==> src/rtl/core/mcmp_pkg.sv <==
// Shared types and constants of the MIDI channel message parser.
package mcmp_pkg;

  localparam int QUEUE_DEPTH_DEF = 2;

  localparam logic [3:0] CMD_NOTE_OFF = 4'd8;
  localparam logic [3:0] CMD_PROGRAM  = 4'd12;

  localparam logic [7:0] RT_CLOCK = 8'hF8;
  localparam logic [7:0] RT_SENSE = 8'hFE;

  localparam logic [2:0] KIND_NOTE_OFF   = 3'd0;
  localparam logic [2:0] KIND_NOTE_ON    = 3'd1;
  localparam logic [2:0] KIND_POLY_PRESS = 3'd2;
  localparam logic [2:0] KIND_CTRL_CHG   = 3'd3;
  localparam logic [2:0] KIND_PROGRAM    = 3'd4;
  localparam logic [2:0] KIND_UNKNOWN    = 3'd5;

  typedef enum logic [1:0] {
    CLS_DATA,
    CLS_STATUS,
    CLS_REALTIME
  } byte_cls_t;

  typedef struct packed {
    byte_cls_t  cls;
    logic [7:0] rx_byte;
  } item_t;

  typedef struct packed {
    logic  push;
    item_t item;
  } push_t;

endpackage

==> src/rtl/core/mcmp_front.sv <==
// Front end: accepts received words, classifies them and drops ignored real-time words.
module mcmp_front import mcmp_pkg::*; (
  input  logic       in_valid,
  output logic       in_stall,
  input  logic [7:0] in_rx_byte,
  input  logic       q_full,
  output push_t      push_o
);

  logic is_rt;
  logic drop;

  always_comb begin
    is_rt = (in_rx_byte[7:3] == 5'b11111);
    drop  = (in_rx_byte == RT_CLOCK) || (in_rx_byte == RT_SENSE);
    push_o.item.rx_byte = in_rx_byte;
    priority if (!in_rx_byte[7]) begin
      push_o.item.cls = CLS_DATA;
    end else if (is_rt) begin
      push_o.item.cls = CLS_REALTIME;
    end else begin
      push_o.item.cls = CLS_STATUS;
    end
    push_o.push = in_valid && !q_full && !drop;
    in_stall    = q_full;
  end

endmodule

==> src/rtl/core/mcmp_queue.sv <==
// Short queue of classified words between the front end and the back end.
module mcmp_queue import mcmp_pkg::*; #(
  parameter int DEPTH = QUEUE_DEPTH_DEF
) (
  input  logic  clk,
  input  logic  rst_n,
  input  push_t push_i,
  output logic  full,
  input  logic  pop_ready,
  output logic  pop_valid,
  output item_t pop_item
);

  localparam int PW = $clog2(DEPTH);
  localparam int CW = $clog2(DEPTH + 1);

  item_t         mem_r [DEPTH];
  logic [PW-1:0] wr_ptr_r, wr_ptr_nxt;
  logic [PW-1:0] rd_ptr_r, rd_ptr_nxt;
  logic [CW-1:0] cnt_r, cnt_nxt;
  logic          do_push, do_pop;

  always_comb begin
    full      = (cnt_r == CW'(DEPTH));
    pop_valid = (cnt_r != '0);
    pop_item  = mem_r[rd_ptr_r];
    do_push   = push_i.push && !full;
    do_pop    = pop_ready && pop_valid;
    wr_ptr_nxt = wr_ptr_r;
    rd_ptr_nxt = rd_ptr_r;
    if (do_push) begin
      wr_ptr_nxt = (wr_ptr_r == PW'(DEPTH - 1)) ? '0 : wr_ptr_r + PW'(1);
    end
    if (do_pop) begin
      rd_ptr_nxt = (rd_ptr_r == PW'(DEPTH - 1)) ? '0 : rd_ptr_r + PW'(1);
    end
    cnt_nxt = cnt_r;
    if (do_push && !do_pop) begin
      cnt_nxt = cnt_r + CW'(1);
    end else if (do_pop && !do_push) begin
      cnt_nxt = cnt_r - CW'(1);
    end
  end

  always_ff @(posedge clk) begin
    if (!rst_n) begin
      wr_ptr_r <= '0;
      rd_ptr_r <= '0;
      cnt_r    <= '0;
    end else begin
      wr_ptr_r <= wr_ptr_nxt;
      rd_ptr_r <= rd_ptr_nxt;
      cnt_r    <= cnt_nxt;
    end
  end

  always_ff @(posedge clk) begin
    if (do_push) begin
      mem_r[wr_ptr_r] <= push_i.item;
    end
  end

endmodule

==> src/rtl/core/mcmp_back.sv <==
// Back end: running-status state, message assembly and the output register.
module mcmp_back import mcmp_pkg::*; (
  input  logic       clk,
  input  logic       rst_n,
  input  logic       pop_valid,
  input  item_t      pop_item,
  output logic       pop_ready,
  output logic       out_valid,
  input  logic       out_stall,
  output logic [2:0] out_msg_kind,
  output logic [4:0] out_chan_num,
  output logic [7:0] out_first_value,
  output logic [6:0] out_second_value,
  output logic [7:0] out_raw_status
);

  logic [3:0] cmd_r, cmd_nxt;
  logic [3:0] chan_r, chan_nxt;
  logic [6:0] held_r, held_nxt;
  logic [1:0] count_r, count_nxt;
  logic       valid_r, valid_nxt;
  logic [2:0] kind_r, kind_nxt;
  logic [4:0] chnum_r, chnum_nxt;
  logic [7:0] first_r, first_nxt;
  logic [6:0] second_r, second_nxt;
  logic [7:0] raw_r, raw_nxt;
  logic       take;
  logic       emit;
  logic [7:0] b;

  always_comb begin
    b         = pop_item.rx_byte;
    pop_ready = !valid_r || !out_stall;
    take      = pop_valid && pop_ready;
    cmd_nxt   = cmd_r;
    chan_nxt  = chan_r;
    held_nxt  = held_r;
    count_nxt = count_r;
    emit       = 1'b0;
    kind_nxt   = KIND_UNKNOWN;
    chnum_nxt  = {1'b0, b[3:0]} + 5'd1;
    first_nxt  = '0;
    second_nxt = '0;
    raw_nxt    = '0;
    if (take) begin
      unique case (pop_item.cls)
        CLS_REALTIME: begin
          emit    = 1'b1;
          raw_nxt = b;
        end
        CLS_STATUS: begin
          cmd_nxt   = b[7:4];
          chan_nxt  = b[3:0];
          count_nxt = '0;
          if (b[7:4] > CMD_PROGRAM) begin
            emit    = 1'b1;
            raw_nxt = b;
          end
        end
        CLS_DATA: begin
          chnum_nxt = {1'b0, chan_r} + 5'd1;
          priority if (cmd_r == CMD_PROGRAM) begin
            count_nxt = '0;
            emit      = 1'b1;
            kind_nxt  = KIND_PROGRAM;
            first_nxt = {1'b0, b[6:0]} + 8'd1;
          end else if (cmd_r[3:2] == CMD_NOTE_OFF[3:2]) begin
            if (count_r == 2'd0) begin
              held_nxt  = b[6:0];
              count_nxt = 2'd1;
            end else begin
              count_nxt  = '0;
              emit       = 1'b1;
              kind_nxt   = {1'b0, cmd_r[1:0]};
              first_nxt  = {1'b0, held_r};
              second_nxt = b[6:0];
            end
          end else begin
            if (count_r == 2'd0) begin
              held_nxt = b[6:0];
            end
            if (count_r < 2'd2) begin
              count_nxt = count_r + 2'd1;
            end
          end
        end
        default: begin
          emit = 1'b0;
        end
      endcase
    end
    priority if (emit) begin
      valid_nxt = 1'b1;
    end else if (valid_r && !out_stall) begin
      valid_nxt = 1'b0;
    end else begin
      valid_nxt = valid_r;
    end
  end

  always_ff @(posedge clk) begin
    if (!rst_n) begin
      cmd_r   <= '0;
      chan_r  <= '0;
      held_r  <= '0;
      count_r <= '0;
      valid_r <= 1'b0;
    end else begin
      cmd_r   <= cmd_nxt;
      chan_r  <= chan_nxt;
      held_r  <= held_nxt;
      count_r <= count_nxt;
      valid_r <= valid_nxt;
    end
  end

  always_ff @(posedge clk) begin
    if (emit) begin
      kind_r   <= kind_nxt;
      chnum_r  <= chnum_nxt;
      first_r  <= first_nxt;
      second_r <= second_nxt;
      raw_r    <= raw_nxt;
    end
  end

  assign out_valid        = valid_r;
  assign out_msg_kind     = kind_r;
  assign out_chan_num     = chnum_r;
  assign out_first_value  = first_r;
  assign out_second_value = second_r;
  assign out_raw_status   = raw_r;

endmodule

==> src/rtl/core/midi_channel_message_parser_top.sv <==
// Top level of the MIDI channel message parser with running status.
//
// Received MIDI words enter on the in_ channel (in_valid, in_stall, in_rx_byte),
// one word per cycle at most. Decoded channel messages leave on the out_ channel
// as kind, channel number, first and second value and, for unknown status, the
// raw status word. Running status is kept across messages.
// A front end classifies each word and discards timing clock and active sensing;
// a short queue feeds the back end, which holds the running state and a single
// output register. A result is offered once its last word is accepted and has
// passed the queue and the back end; the block sustains one word per cycle while
// the receiver takes results, a rate set by the back-end update and output register.
// When the receiver stalls, the output register holds its word, the back end waits
// and the queue fills; in_stall rises once the queue is full.
// Synchronous reset clears the queue, the output valid and the running state
// (no command, channel zero, no data held).
module midi_channel_message_parser_top import mcmp_pkg::*; #(
  parameter int QUEUE_DEPTH = QUEUE_DEPTH_DEF
) (
  input  logic       clk,
  input  logic       rst_n,
  input  logic       in_valid,
  output logic       in_stall,
  input  logic [7:0] in_rx_byte,
  output logic       out_valid,
  input  logic       out_stall,
  output logic [2:0] out_msg_kind,
  output logic [4:0] out_chan_num,
  output logic [7:0] out_first_value,
  output logic [6:0] out_second_value,
  output logic [7:0] out_raw_status
);

  push_t push;
  logic  q_full;
  logic  pop_ready;
  logic  pop_valid;
  item_t pop_item;

  mcmp_front u_front (
    .in_valid   (in_valid),
    .in_stall   (in_stall),
    .in_rx_byte (in_rx_byte),
    .q_full     (q_full),
    .push_o     (push)
  );

  mcmp_queue #(
    .DEPTH (QUEUE_DEPTH)
  ) u_queue (
    .clk       (clk),
    .rst_n     (rst_n),
    .push_i    (push),
    .full      (q_full),
    .pop_ready (pop_ready),
    .pop_valid (pop_valid),
    .pop_item  (pop_item)
  );

  mcmp_back u_back (
    .clk              (clk),
    .rst_n            (rst_n),
    .pop_valid        (pop_valid),
    .pop_item         (pop_item),
    .pop_ready        (pop_ready),
    .out_valid        (out_valid),
    .out_stall        (out_stall),
    .out_msg_kind     (out_msg_kind),
    .out_chan_num     (out_chan_num),
    .out_first_value  (out_first_value),
    .out_second_value (out_second_value),
    .out_raw_status   (out_raw_status)
  );

  a_raw_only_unknown: assert property (@(posedge clk) disable iff (!rst_n)
    out_valid && (out_msg_kind != KIND_UNKNOWN) |-> out_raw_status == 8'd0)
    else $error("raw status set on a channel message");

  a_chan_nonzero: assert property (@(posedge clk) disable iff (!rst_n)
    out_valid |-> out_chan_num != 5'd0 && out_chan_num <= 5'd16)
    else $error("channel number out of range");

  a_program_shape: assert property (@(posedge clk) disable iff (!rst_n)
    out_valid && (out_msg_kind == KIND_PROGRAM) |->
      out_second_value == 7'd0 && out_first_value != 8'd0)
    else $error("malformed program change");

  a_unknown_status: assert property (@(posedge clk) disable iff (!rst_n)
    out_valid && (out_msg_kind == KIND_UNKNOWN) |->
      out_raw_status[7] && out_first_value == 8'd0 && out_second_value == 7'd0)
    else $error("malformed unknown-status message");

endmodule

==> config.mk <==
export PLATFORM = sky130hd
export DESIGN_NAME = midi_channel_message_parser_top
export DESIGN_NICKNAME = d
export VERILOG_FILES = /design/src/rtl/core/mcmp_pkg.sv /design/src/rtl/core/mcmp_front.sv /design/src/rtl/core/mcmp_queue.sv /design/src/rtl/core/mcmp_back.sv /design/src/rtl/core/midi_channel_message_parser_top.sv
export SDC_FILE = /design/constraint.sdc
export NUM_CORES = 1
export LEC_CHECK = 0
export BUFFER_PORTS_ARGS = -buffer_cell sky130_fd_sc_hd__buf_2
export CAP_MARGIN = 5
export CORE_UTILIZATION = 35
export DETAILED_ROUTE_END_ITERATION = 8
export SETUP_SLACK_MARGIN = 0.15
export SYNTH_ARGS = -nofsm -noshare
export SYNTH_HDL_FRONTEND = slang
export SYNTH_SLANG_ARGS = --single-unit
==> constraint.sdc <==
create_clock -name clk -period 5 [get_ports clk]
set_input_delay 0 -clock clk [delete_from_list [all_inputs] [get_ports clk]]
set_output_delay 0 -clock clk [all_outputs]
set_load 0.02 [all_outputs]
### Word-level counts from Yosys, hierarchy flattened

Memory sizes are Yosys's and may differ from the RTL's. A register that Yosys moved wholly into a read port is not among the register bits.
Cells that the tools add are included.

* bits in registers: 53
* latch bits: 0
* memory bits (writable): 20
* ROM bits: 0
* input bits: 12
* output and inout port bits: 33
* memories kept: 1

* add/subtract/negate cells: 8
* $mul: 0
* divide/modulo/power cells: 0
* $lt $le $gt $ge: 2
* equal/unequal tests: 9
* shift-type cells: 0
* mux-type cells: 33
* bitwise operators: 4
* reductions and logical operators: 27

Memories
* u_queue.mem_r: words 2, width 10, read ports 1, clocked after memory_dff 1, wr ports 1, RTL line mcmp_queue.sv:17 `item_t mem_r [DEPTH];`

Operators with widths (number)
* $mux W8: 3
* $eq A8 B8 Y1 const B: 2
* $mux W1: 16
* $pmux W8 S2: 1
* $mux W2: 7
* $add A4 B1 Y5 const B: 2
* $mux W5: 2
* $add A7 B1 Y8 const B: 1
* $reduce_bool A2 Y1: 4
* $logic_and A1 B1 Y1: 7
* $mux W7: 1
* $eq A2 B2 Y1 const B: 3
* $logic_not A1 Y1: 6
* $eq A5 B5 Y1 const B: 1
* $reduce_or A5 Y1: 1
* $add A2 B1 Y2 const B: 2
* $eq A4 B4 Y1 const B: 1
* $gt A4 B4 Y1 const B: 1
* $logic_not A2 Y1: 2
* $ne A4 B1 Y1 const B: 1
* $not A1 Y1: 4
* $pmux W2 S2: 1
* $reduce_and A2 Y1: 2
* $reduce_and A4 Y1: 1
* other kinds (9): 11

### Depth between registers and ports, before layout

* word-level depth: 9
* depth in mapped cells: 10

### Hierarchy

Synthesis repeated with hierarchy kept, for this count alone.

* cell total of the unflattened synthesis: 268
* area total of the unflattened synthesis: 3337.0 um2

By module, submodules not included
* mcmp_back: instances 1, cells each 195, area each 2262.2 um2, sequential area each 1291.2 um2
* mcmp_queue: instances 1, cells each 57, area each 948.4 um2, sequential area each 700.7 um2
* mcmp_front: instances 1, cells each 16, area each 126.4 um2, sequential area each 0.0 um2

### Worst setup path after synthesis

OpenSTA, ideal clock, no wires.

* path kind: reg2reg
* start point: register (tool-made name)
* end point: register u_back.chnum_r[0] (netlist: u_back.out_chan_num[0]), enable pin
* data arrival time: 3.707 ns
* setup slack: 0.835 ns
* stages on the path, launching flop included: 9
* buffers on the path: 3
* period minus slack after synthesis: 4.165 ns
* path through: dfxtp_1 buf_6 buf_12 mux2i_1 ha_1 clkbuf_1 o2111a_1 nor3_1 nor3_1

RTL lines
* end signal: assignment: RTL line mcmp_back.sv:120 `chnum_r <= chnum_nxt;`
* end: declaration: RTL line mcmp_back.sv:23 `logic [4:0] chnum_r, chnum_nxt;`

==> flow_summary.json <==
{
  "wl_mm": 6.14,
  "clock_skew_ps": 7.26,
  "unrepaired_setup_endpoints_after_global_routing": "no",
  "yosysUniqueCellTypes": 46,
  "final-max-slew-violation-count": 0,
  "worstPathBufferInverterCount": 1,
  "largest_net_degree_at_the_start_of_global_routing": 32,
  "hpwl_mm": 4.38,
  "dominant_delay_contributor_by_cell_family_on_the_critical_path": "flip-flops",
  "ys_ff_latch": 74,
  "whs_endpoint": "u_queue.wr_ptr_r$_SDFFE_PN0N_",
  "syn-num-nets": 279,
  "violations": "design-rule violations",
  "max_cap_violations": 0,
  "post-route-drc-count": 2,
  "cell_area_after_synthesis_um2": 3260,
  "fin_tns_setup_ps": 0,
  "netlist.area_leader.share_pct": 47.0,
  "postSynth.topFlopCell": "sky130_fd_sc_hd__edfxtp_1",
  "critical-path-slowest-cell": "sky130_fd_sc_hd__dfxtp_1",
  "layout_cells_sized_above_1_pct": 24.0,
  "p_leak_nw": 1.43,
  "max-slew-margin-rel_pct": 44.0,
  "path_clk_slew_ps": 80,
  "fp.dieArea_um2": 9700,
  "r2r_end": "u_back.out_first_value[0]$_SDFFCE_PN0P_",
  "post_drt_via_cell_ratio": 4.92,
  "cp.arrival_ps": 2930,
  "antenna_found_initial": 0,
  "i_o_buffers": 44,
  "rr_worst_depth": 7,
  "timing.final.crit_period_ps": 2930,
  "holdPathStages": 4,
  "synth_edf_count": 51,
  "drt-initial-drc-count": 94,
  "detailroute.via_count": 2111,
  "clock-sinks": 74,
  "dieWidth_um": 98.5,
  "worst_ep_required_time_ps": 5010,
  "met2_usage_pct": 22.2,
  "power.density_nw_per_um2": 547,
  "fp-row-count": 34,
  "grt_remaining_overflow": 0,
  "ys_async_sr_fraction_pct": 0,
  "holdCritPathClass": "in2reg",
  "setup_viol": 0,
  "floorplan.initialDensity_pct": 36.8,
  "tritoncts_clock_tree": "yes",
  "diodes": 0,
  "clock_insertion_delay_worst_skew_ps": 350,
  "path_cells": "mux2i_1, ha_1, nand4_1, o22ai_2, nor3_1, nor3_2, buf_4",
  "die_y_um": 98.5,
  "synth_seq_area_share_pct": 61.1,
  "end_kind": "register",
  "ctsRootBufferMaster": "sky130_fd_sc_hd__clkbuf_8",
  "inserted_clock_buffers": 9,
  "worstHoldStart": "in_valid",
  "worst_setup_start_kind": "register",
  "ioPinCount": 45,
  "overall_track_demand_over_capacity_in_global_routing_pct": 13.6,
  "slowest_stage_delay_on_critical_path_ps": 870,
  "grt_util_met1_pct": 17.1,
  "cts_max_level": 3,
  "finish.net_count": 335,
  "yosys-top-cells-count": "sky130_fd_sc_hd__edfxtp_1 (51), sky130_fd_sc_hd__nor2_1 (43), sky130_fd_sc_hd__dfxtp_1 (23)",
  "syn-mean-instance-area_um2": 12.5,
  "critical_path_class": "reg2reg",
  "gpl.final_weighted_congestion": 0.790,
  "total_design_power_mw": 2.12,
  "final_core_utilization_pct": 43.8,
  "timing.critical_path.fanout_max": 31,
  "top_post_synthesis_cells_by_area": "sky130_fd_sc_hd__edfxtp_1 (47%), sky130_fd_sc_hd__dfxtp_1 (14%), sky130_fd_sc_hd__nor2_1 (5.0%)",
  "post_synth_inst_count": 260,
  "synth.largest_area_cell": "sky130_fd_sc_hd__edfxtp_1",
  "synthesis.yosys.warnings": 0,
  "postCtsResizedCells": 0,
  "final_min_period_over_clock_period_pct": 58.6,
  "area.growth.synth_to_final_pct": 18.8,
  "reg2reg_slack_ps": 2070,
  "hold_viol_final": 0,
  "drt-wirelength-per-cell_um": 14.3,
  "core_region_area_um2": 8850,
  "cts-root-to-sink-buffers": 2,
  "max_freq_mhz": 342,
  "detailedRoute.firstPassIterationCount": 8,
  "fillerInstances": 821,
  "met3_usage_pct": 3.55,
  "post-synth-top-count-cell": "sky130_fd_sc_hd__edfxtp_1",
  "worst_slew_pin_slew_ps": 838,
  "number_of_global_route_vias_before_repair": 2047,
  "irDropWorstVdd_v": 0.000168,
  "final_antenna_net_count": 0,
  "wire_length_of_the_first_global_routing_pass_mm": 10.1,
  "status": "finished, violations left",
  "busiest_layer": "met2"
}
flip-flops by register name, indices dropped and copies added, names as in the netlist, named ones only:
| name | cells |
|---|---|
| u_back.chan_r | 4 |
| u_back.cmd_r | 4 |
| u_back.count_r | 2 |
| u_back.held_r | 7 |
| u_back.out_chan_num | 5 |
| u_back.out_first_value | 8 |
| u_back.out_msg_kind | 3 |
| u_back.out_raw_status | 8 |
| u_back.out_second_value | 7 |
| u_back.out_valid | 1 |
| u_queue.cnt_r | 2 |
| u_queue.mem_r | 20 |
| u_queue.rd_ptr_r | 1 |
| u_queue.wr_ptr_r | 1 |
cell usage in the layout, fill, tap and decap left out, types with 5 or more instances in the layout:
cell type                        n
sky130_fd_sc_hd__a211oi_1       12
sky130_fd_sc_hd__a21oi_1         9
sky130_fd_sc_hd__and2_1          5
sky130_fd_sc_hd__buf_2          44
sky130_fd_sc_hd__clkbuf_8       11
sky130_fd_sc_hd__dfxtp_1        23
sky130_fd_sc_hd__dlygate4sd3_1  10
sky130_fd_sc_hd__edfxtp_1       51
sky130_fd_sc_hd__ha_1            7
sky130_fd_sc_hd__inv_1          14
sky130_fd_sc_hd__mux2i_1         6
sky130_fd_sc_hd__nand2_1        12
sky130_fd_sc_hd__nand3_1         6
sky130_fd_sc_hd__nor2_1         43
sky130_fd_sc_hd__o21ai_0         9
sky130_fd_sc_hd__xor2_1          5
worst register-to-register path: cells and delay by family (launching register included):
family          cells  cell delay, ps
flops               1             870
fa+ha+maj           1             270
buf+inv             1             380
compound gates      1             230
simple gates        3             390
mux                 1             420
per-stage QoR:
step	setup slack, ps	hold WS (ps)	cell area (um2)	std cells
2_1_floorplan	835	98.9	3260	260
3_3_place_gp	2170	207	3540	403
3_5_place_dp	2040	208	3540	403
4_1_cts	2040	42.8	3870	429
5_1_grt	1810	75.1	3870	429
6_report	2070	43.9	3870	429
area by class of cell:
type | count | area [um2] | area share, %
flip-flops and latches | 74 | 1990 | 51.4
inverters | 15 | 56.3 | 1.45
clock inverters | 4 | 75.1 | 1.94
repair buffers | 55 | 328 | 8.47
clock buffers | 12 | 155 | 4.01
multi-input cells | 161 | 1130 | 29.2
well taps | 108 | 135 | 3.49
layer usage:
metal,share of wire (%),vias to the layer above
met2,46,53
li1,-,1053
met3,4.3,11
met4,1.6,0
met5,0,-
met1,48,994
kinds of logic after synthesis:
logic type,synth area share [%]
flops,61.1
simple gates,13.5
fa+ha+maj,2.69
buf+inv,4.34
xor+xnor,2.42
mux,5.26
compound gates,10.7
what timing repair did:
action / CTS / global route
buffers inserted: 0 / 0
endpoints found under the hold margin: 21 / 0
hold buffers: 10 / 0
worst max path at each step:
stage	cells after the start	slack [ps]	to
final	7	2070	u_back.out_first_value[0]$_SDFFCE_PN0P_
after global routing	7	1810	u_back.out_second_value[0]$_SDFFCE_PP0P_
after CTS	7	2040	u_back.out_first_value[0]$_SDFFCE_PN0P_
after detailed placement	7	2040	u_back.out_chan_num[1]$_DFFE_PP_
after global placement	7	2170	u_back.out_chan_num[1]$_DFFE_PP_
after floorplan	8	840	u_back.out_chan_num[0]$_DFFE_PP_
power breakdown:
group	internal, mW	switching [mW]	leakage [nW]
Combinational	0.252	0.425	0.657
Clock	0.308	0.213	0.109
Sequential	0.823	0.0979	0.661
Power figures use the tool's default switching activity.
